### src/hdl/jise_pkg.sv
// Package with opcodes, status codes, kinds and sequencer types for the stack executor.
`timescale 1ns / 1ps
package jise_pkg;

    typedef enum logic [2:0] {
        ST_OK     = 3'd0,
        ST_RET    = 3'd1,
        ST_OVF    = 3'd2,
        ST_UNF    = 3'd3,
        ST_DIV0   = 3'd4,
        ST_UNSUP  = 3'd5,
        ST_BADLOC = 3'd6
    } t_status;

    localparam logic [1:0] KIND_INT   = 2'd0;
    localparam logic [1:0] KIND_LONG  = 2'd1;
    localparam logic [1:0] KIND_REF   = 2'd2;
    localparam logic [1:0] KIND_EMPTY = 2'd3;

    // Operations of the shared arithmetic unit.
    typedef enum logic [3:0] {
        ALU_ADD, ALU_SUB, ALU_MUL, ALU_DIV, ALU_REM, ALU_SHL, ALU_SAR, ALU_SHR,
        ALU_AND, ALU_OR, ALU_XOR, ALU_NEG, ALU_PASS
    } t_alu_op;

    typedef struct packed {
        logic    start;
        t_alu_op op;
        logic    is_long;
    } t_alu_req;

    typedef enum logic [2:0] {
        S_IDLE, S_DECODE, S_READ, S_EXEC, S_WAIT, S_WRITE, S_RESULT
    } t_state;

    localparam logic [7:0] OP_NOP      = 8'h00;
    localparam logic [7:0] OP_ACONST   = 8'h01;
    localparam logic [7:0] OP_BIPUSH   = 8'h10;
    localparam logic [7:0] OP_SIPUSH   = 8'h11;
    localparam logic [7:0] OP_ILOAD    = 8'h15;
    localparam logic [7:0] OP_LLOAD    = 8'h16;
    localparam logic [7:0] OP_ALOAD    = 8'h19;
    localparam logic [7:0] OP_ISTORE   = 8'h36;
    localparam logic [7:0] OP_LSTORE   = 8'h37;
    localparam logic [7:0] OP_ASTORE   = 8'h3a;
    localparam logic [7:0] OP_POP      = 8'h57;
    localparam logic [7:0] OP_DUP      = 8'h59;
    localparam logic [7:0] OP_SWAP     = 8'h5f;
    localparam logic [7:0] OP_INEG     = 8'h74;
    localparam logic [7:0] OP_LNEG     = 8'h75;
    localparam logic [7:0] OP_I2L      = 8'h85;
    localparam logic [7:0] OP_L2I      = 8'h88;
    localparam logic [7:0] OP_I2B      = 8'h91;
    localparam logic [7:0] OP_I2C      = 8'h92;
    localparam logic [7:0] OP_I2S      = 8'h93;
    localparam logic [7:0] OP_IRETURN  = 8'hac;
    localparam logic [7:0] OP_LRETURN  = 8'had;
    localparam logic [7:0] OP_ARETURN  = 8'hb0;
    localparam logic [7:0] OP_RETURN   = 8'hb1;

endpackage

### src/hdl/jise_alu.sv
// Shared arithmetic unit: direct logic ops, stepped multiply, bit-serial divide.
`timescale 1ns / 1ps
module jise_alu (
    input  logic                i_clk,
    input  logic                i_rst_n,
    input  jise_pkg::t_alu_req  i_req,
    input  logic [63:0]         i_a,
    input  logic [63:0]         i_b,
    output logic                o_done,
    output logic [63:0]         o_result
);
    import jise_pkg::*;

    t_alu_op     r_op,    n_op;
    logic        r_long,  n_long;
    logic        r_busy,  n_busy;
    logic [6:0]  r_cnt,   n_cnt;
    logic [63:0] r_a,     n_a;
    logic [63:0] r_b,     n_b;
    logic [63:0] r_acc,   n_acc;
    logic [63:0] r_rem,   n_rem;
    logic        r_negq,  n_negq;
    logic        r_negr,  n_negr;
    logic        r_done,  n_done;
    logic [63:0] r_res,   n_res;

    logic [63:0] a_in, b_in;
    logic [5:0]  shamt;
    logic [63:0] quick;
    logic [64:0] trial;
    logic [63:0] rem_sh;
    logic [63:0] q_fin, r_fin;

    always_comb begin
        a_in = i_req.is_long ? i_a : {{32{i_a[31]}}, i_a[31:0]};
        b_in = i_req.is_long ? i_b : {{32{i_b[31]}}, i_b[31:0]};
        shamt = i_req.is_long ? i_b[5:0] : {1'b0, i_b[4:0]};
        unique case (i_req.op)
            ALU_ADD:  quick = a_in + b_in;
            ALU_SUB:  quick = a_in - b_in;
            ALU_SHL:  quick = a_in << shamt;
            ALU_SAR:  quick = $signed(a_in) >>> shamt;
            ALU_SHR:  quick = i_req.is_long ? (i_a >> shamt) : ({32'd0, i_a[31:0]} >> shamt);
            ALU_AND:  quick = a_in & b_in;
            ALU_OR:   quick = a_in | b_in;
            ALU_XOR:  quick = a_in ^ b_in;
            ALU_NEG:  quick = 64'd0 - a_in;
            default:  quick = a_in;
        endcase
    end

    always_comb begin
        rem_sh = {r_rem[62:0], r_a[63]};
        trial  = {1'b0, rem_sh} - {1'b0, r_b};
        q_fin  = r_negq ? 64'd0 - r_acc : r_acc;
        r_fin  = r_negr ? 64'd0 - r_rem : r_rem;
    end

    always_comb begin
        n_op = r_op; n_long = r_long; n_busy = r_busy; n_cnt = r_cnt;
        n_a = r_a; n_b = r_b; n_acc = r_acc; n_rem = r_rem;
        n_negq = r_negq; n_negr = r_negr; n_done = 1'b0; n_res = r_res;
        if (i_req.start) begin
            n_op = i_req.op;
            n_long = i_req.is_long;
            n_cnt = 7'd0;
            if (i_req.op == ALU_MUL) begin
                n_busy = 1'b1;
                n_a = a_in;
                n_b = b_in;
                n_acc = 64'd0;
            end else if (i_req.op == ALU_DIV || i_req.op == ALU_REM) begin
                // Magnitudes are divided; signs are restored at the end.
                n_busy = 1'b1;
                n_a = a_in[63] ? 64'd0 - a_in : a_in;
                n_b = b_in[63] ? 64'd0 - b_in : b_in;
                n_acc = 64'd0;
                n_rem = 64'd0;
                n_negq = a_in[63] ^ b_in[63];
                n_negr = a_in[63];
            end else begin
                n_done = 1'b1;
                n_res = quick;
            end
        end else if (r_busy) begin
            if (r_op == ALU_MUL) begin
                // 16 bits of the multiplier per cycle.
                n_acc = r_acc + ((r_a * {48'd0, r_b[15:0]}) << {r_cnt[1:0], 4'd0});
                n_b = r_b >> 16;
                n_cnt = r_cnt + 7'd1;
                if (r_cnt[1:0] == 2'd3) begin
                    n_busy = 1'b0;
                    n_done = 1'b1;
                    n_res = n_acc;
                end
            end else begin
                n_a = {r_a[62:0], 1'b0};
                if (!trial[64]) begin
                    n_rem = trial[63:0];
                    n_acc = {r_acc[62:0], 1'b1};
                end else begin
                    n_rem = rem_sh;
                    n_acc = {r_acc[62:0], 1'b0};
                end
                n_cnt = r_cnt + 7'd1;
                if (r_cnt == 7'd64) begin
                    n_a = r_a; n_acc = r_acc; n_rem = r_rem;
                    n_busy = 1'b0;
                    n_done = 1'b1;
                    n_res = (r_op == ALU_DIV) ? q_fin : r_fin;
                end
            end
        end
    end

    always_ff @(posedge i_clk) begin
        if (!i_rst_n) begin
            r_busy <= 1'b0;
            r_done <= 1'b0;
            r_cnt  <= 7'd0;
        end else begin
            r_busy <= n_busy;
            r_done <= n_done;
            r_cnt  <= n_cnt;
        end
        r_op <= n_op; r_long <= n_long; r_a <= n_a; r_b <= n_b; r_acc <= n_acc;
        r_rem <= n_rem; r_negq <= n_negq; r_negr <= n_negr; r_res <= n_res;
    end

    assign o_done   = r_done;
    assign o_result = r_long ? r_res : {{32{r_res[31]}}, r_res[31:0]};

endmodule

### config.mk
export PLATFORM = sky130hd
export DESIGN_NAME = jise_alu
export DESIGN_NICKNAME = d
export VERILOG_FILES = /design/src/hdl/jise_pkg.sv /design/src/hdl/jise_alu.sv
export SDC_FILE = /design/constraint.sdc
export NUM_CORES = 2
export LEC_CHECK = 0
export BUFFER_PORTS_ARGS = -buffer_cell sky130_fd_sc_hd__buf_2
export CELL_PAD_IN_SITES_DETAIL_PLACEMENT = 0
export CELL_PAD_IN_SITES_GLOBAL_PLACEMENT = 1
export CORE_MARGIN = 3
export CORE_UTILIZATION = 49
export CTS_CLUSTER_SIZE = 8
export DETAILED_ROUTE_END_ITERATION = 6
export PLACE_DENSITY_LB_ADDON = 0.1
export SLEW_MARGIN = 15
export SYNTH_ARGS = -nofsm -noshare
export SYNTH_HDL_FRONTEND = slang
export SYNTH_SLANG_ARGS = --single-unit
### constraint.sdc
create_clock -name i_clk -period 19.1 [get_ports i_clk]
set_clock_uncertainty 0.1 [all_clocks]
set_input_delay 2.865 -clock i_clk [delete_from_list [all_inputs] [get_ports i_clk]]
set_output_delay 2.865 -clock i_clk [all_outputs]
set_load 0.01 [all_outputs]
==> results.toml <==
[status]
violations_in_the_final_reports = "DRC, capacitance limit"
run_status = "finished, violations left"

[clocking]
cts_buffer_depth = 3
postCtsHoldBufs = 0
post_cts.repair.setup_buffers = 0
level_count_of_the_clock_h_tree = 2
tritoncts.num_buffers = 50
cts.repair.resized = 0
tritoncts = "yes"
path_clk_slew_ps = 50
cts_sinks = 336
root_buffer = "clkbuf_16"
clk_latency_ps = 640

[place]
gp_congestion = 1.16
pre_cts_ws_ps = 7660
place_hpwl_mm = 314
port-buffer-count = 200

[global_routing]
grt-ovfl-total = 0
grt_max_degree = 114
antenna_found_initial = 55
track_usage_pct = 49.2
grt_first_pass_wirelength_mm = 554
vias_in_the_first_global_route = 73000

[sta]
min_period_over_period_pct = 61.3
layout_setup_ws_ps = 7390
finalHoldWorstSlack_ps = 422
grt_setup_unrepaired = "false"
final_hold_viol_count = 0
fin_crit_ps = 11710
finalSetupTns_ps = 0
worst_slew_pin_slew_ps = 1480
achievable-frequency_mhz = 85.4
max-slew-margin-rel_pct = 0.0199
report.final.slew_viol_count = 0
finalSetupViolCount = 0

[detailed_routing]
final_ant_viol_nets = 0
first_iter_violations = 12200
route.detailed.drc = 20
route.detailed.vias_per_inst = 6.83
route.vias.total = 77900
routed_wl_mm = 398
wire_per_inst_um = 34.9
drt_pre_antenna_iters = 7

[yosys]
ys_dominant_reg_cell = "edfxtp_1"
synth_seq_cells = 336
yosysSeqAreaShare_pct = 13.4
post_synth_instance_area_um2 = 74700
synth_cells = 9546
mappedNetlistNets = 10900
async_flop_share_pct = 0
yosysWarningCount = 0
synth_edf_count = 327
syn_avg_cell_area_um2 = 7.82
synth.distinct_cells = 90

[die]
io_pins = 201
die_height_um = 396
floorplan.die_area_um2 = 157000
starting_density_pct = 49.6
core_area_um2 = 151000
floorplan.rows = 142
chipWidth_um = 396

[cells_and_area]
area_delta_synth_final_pct = 5.61
final_layout_size_suffix_gt1_share_pct = 7.80
layout.nets = 10700
fillCellCount = 14500
sequential_cell_area_um2 = 10000
multiInputGateArea_um2 = 58500

[critical_path]
path_common_cell = "fa_1"
max_stage_delay_ps = 910
crit_path_max_fanout = 41
worstPathRequired_ps = 19360
crit_slowest_cell = "edfxtp_1"
cp-end-kind = "flip-flop"
crit_type = "reg -> reg"
crit_path_start_kind = "flip-flop"
arr_time_crit_path_ps = 11970

[run]
timing.max_cap.violations = 1

[min_path]
timing.hold.worst.class = "reg -> reg"
==> stage by stage <==
stage,cells,area [um^2],util (%)
3_5_place_dp,11300,77400,51.4
3_3_place_gp,11300,77400,51.4
2_1_floorplan,9546,74700,-
6_report,11400,78900,52.4
4_1_cts,11400,78800,52.3
5_1_grt,11400,78800,52.3
==> logic make-up after synthesis <==
group           after synthesis  synth area share (%)
simple gates               3130                  19.0
compound gates             2342                  19.5
buf+inv                    1666                  8.57
fa+ha+maj                  1183                  27.4
xor+xnor                    579                  6.79
flops                       336                  13.4
mux                         310                  5.36
==> synthesized netlist by cell type (all sizes together), types with 14 or more instances <==
master / n / area share (%)
o221ai: 59 / 0.69
o211ai: 112 / 1.1
nor4: 33 / 0.34
a21o: 171 / 1.7
mux4: 62 / 1.9
clkbuf: 553 / 2.8
and3: 59 / 0.50
o21ai: 604 / 4.1
or3: 58 / 0.49
ha: 428 / 7.2
o2111ai: 14 / 0.16
xnor2: 423 / 5.0
and2: 326 / 2.7
a22oi: 54 / 0.54
nor3: 112 / 0.75
or2: 24 / 0.20
nand3: 178 / 1.2
edfxtp: 327 / 13
a211o: 21 / 0.25
o21a: 49 / 0.49
buf: 112 / 0.76
xor2: 156 / 1.8
a211oi: 82 / 0.82
mux2: 101 / 1.5
a21oi: 737 / 4.9
fa: 755 / 20
a21boi: 22 / 0.22
o41ai: 16 / 0.19
nand2b: 58 / 0.49
nand4: 74 / 0.64
nor2: 761 / 3.8
o21bai: 41 / 0.41
nor2b: 35 / 0.29
inv: 997 / 5.0
a31oi: 55 / 0.46
a221oi: 79 / 0.93
or4: 28 / 0.30
o31ai: 61 / 0.61
nand2: 1335 / 6.7
mux2i: 147 / 2.0
o22ai: 54 / 0.45
==> sequential cells by signal, summed over array words and instances, names as in the netlist, 4 cells and up <==
signal	cells
r_res	64
r_rem	64
r_cnt	7
r_op	4
r_acc	64
r_a	64
r_b	64
==> critical path, delay by kind of cell, from the launching register on <==
family,cells,cell delay [ps]
flops,1,910
xor+xnor,1,180
compound gates,15,4660
buf+inv,4,730
fa+ha+maj,8,3900
simple gates,4,570
mux,1,350
==> layer usage <==
metal	track usage (%)	share of wire, %	vias to the layer above
li1	-	-	32000
met1	62.6	37	38100
met2	68.5	40	6326
met3	19.3	15	1368
met4	32.7	8.6	22
met5	1.05	0.098	-
==> final cells by class <==
cell class | instances | share of cell area [%]
clock buffer | 61 | 1.68
multi-input combinational | 7544 | 74.1
inverter | 1001 | 4.77
antenna | 27 | 0.0857
timing repair buffer | 409 | 3.34
sequential | 336 | 12.7
tap | 2016 | 3.20
clock inverter | 9 | 0.108
==> cells in the final DEF (no fill, tap or decap), types with 210 or more instances in the layout <==
| cell type | synthesis | routed |
|---|---|---|
| xnor2_1 | 423 | 423 |
| buf_4 | 33 | 210 |
| inv_1 | 995 | 993 |
| o21ai_0 | 602 | 599 |
| nand2_1 | 1335 | 1333 |
| nor2_1 | 761 | 747 |
| a21oi_1 | 737 | 734 |
| edfxtp_1 | 327 | 327 |
| fa_1 | 755 | 755 |
| and2_1 | 324 | 325 |
| ha_1 | 428 | 428 |
==> final timing paths <==
check	from	endpoint	slack, ps	cells past startpoint
setup / recovery	r_b[7]	r_res[63]	7390	33
hold / removal	r_cnt[5]	r_cnt[5]	420	2
setup reg to reg	r_b[7]	r_res[63]	7390	33
hold reg to reg	r_cnt[5]	r_cnt[5]	420	2
Power is not shown: default switching activity piles up to over one toggle a cycle in this logic, so the estimate is an artifact.
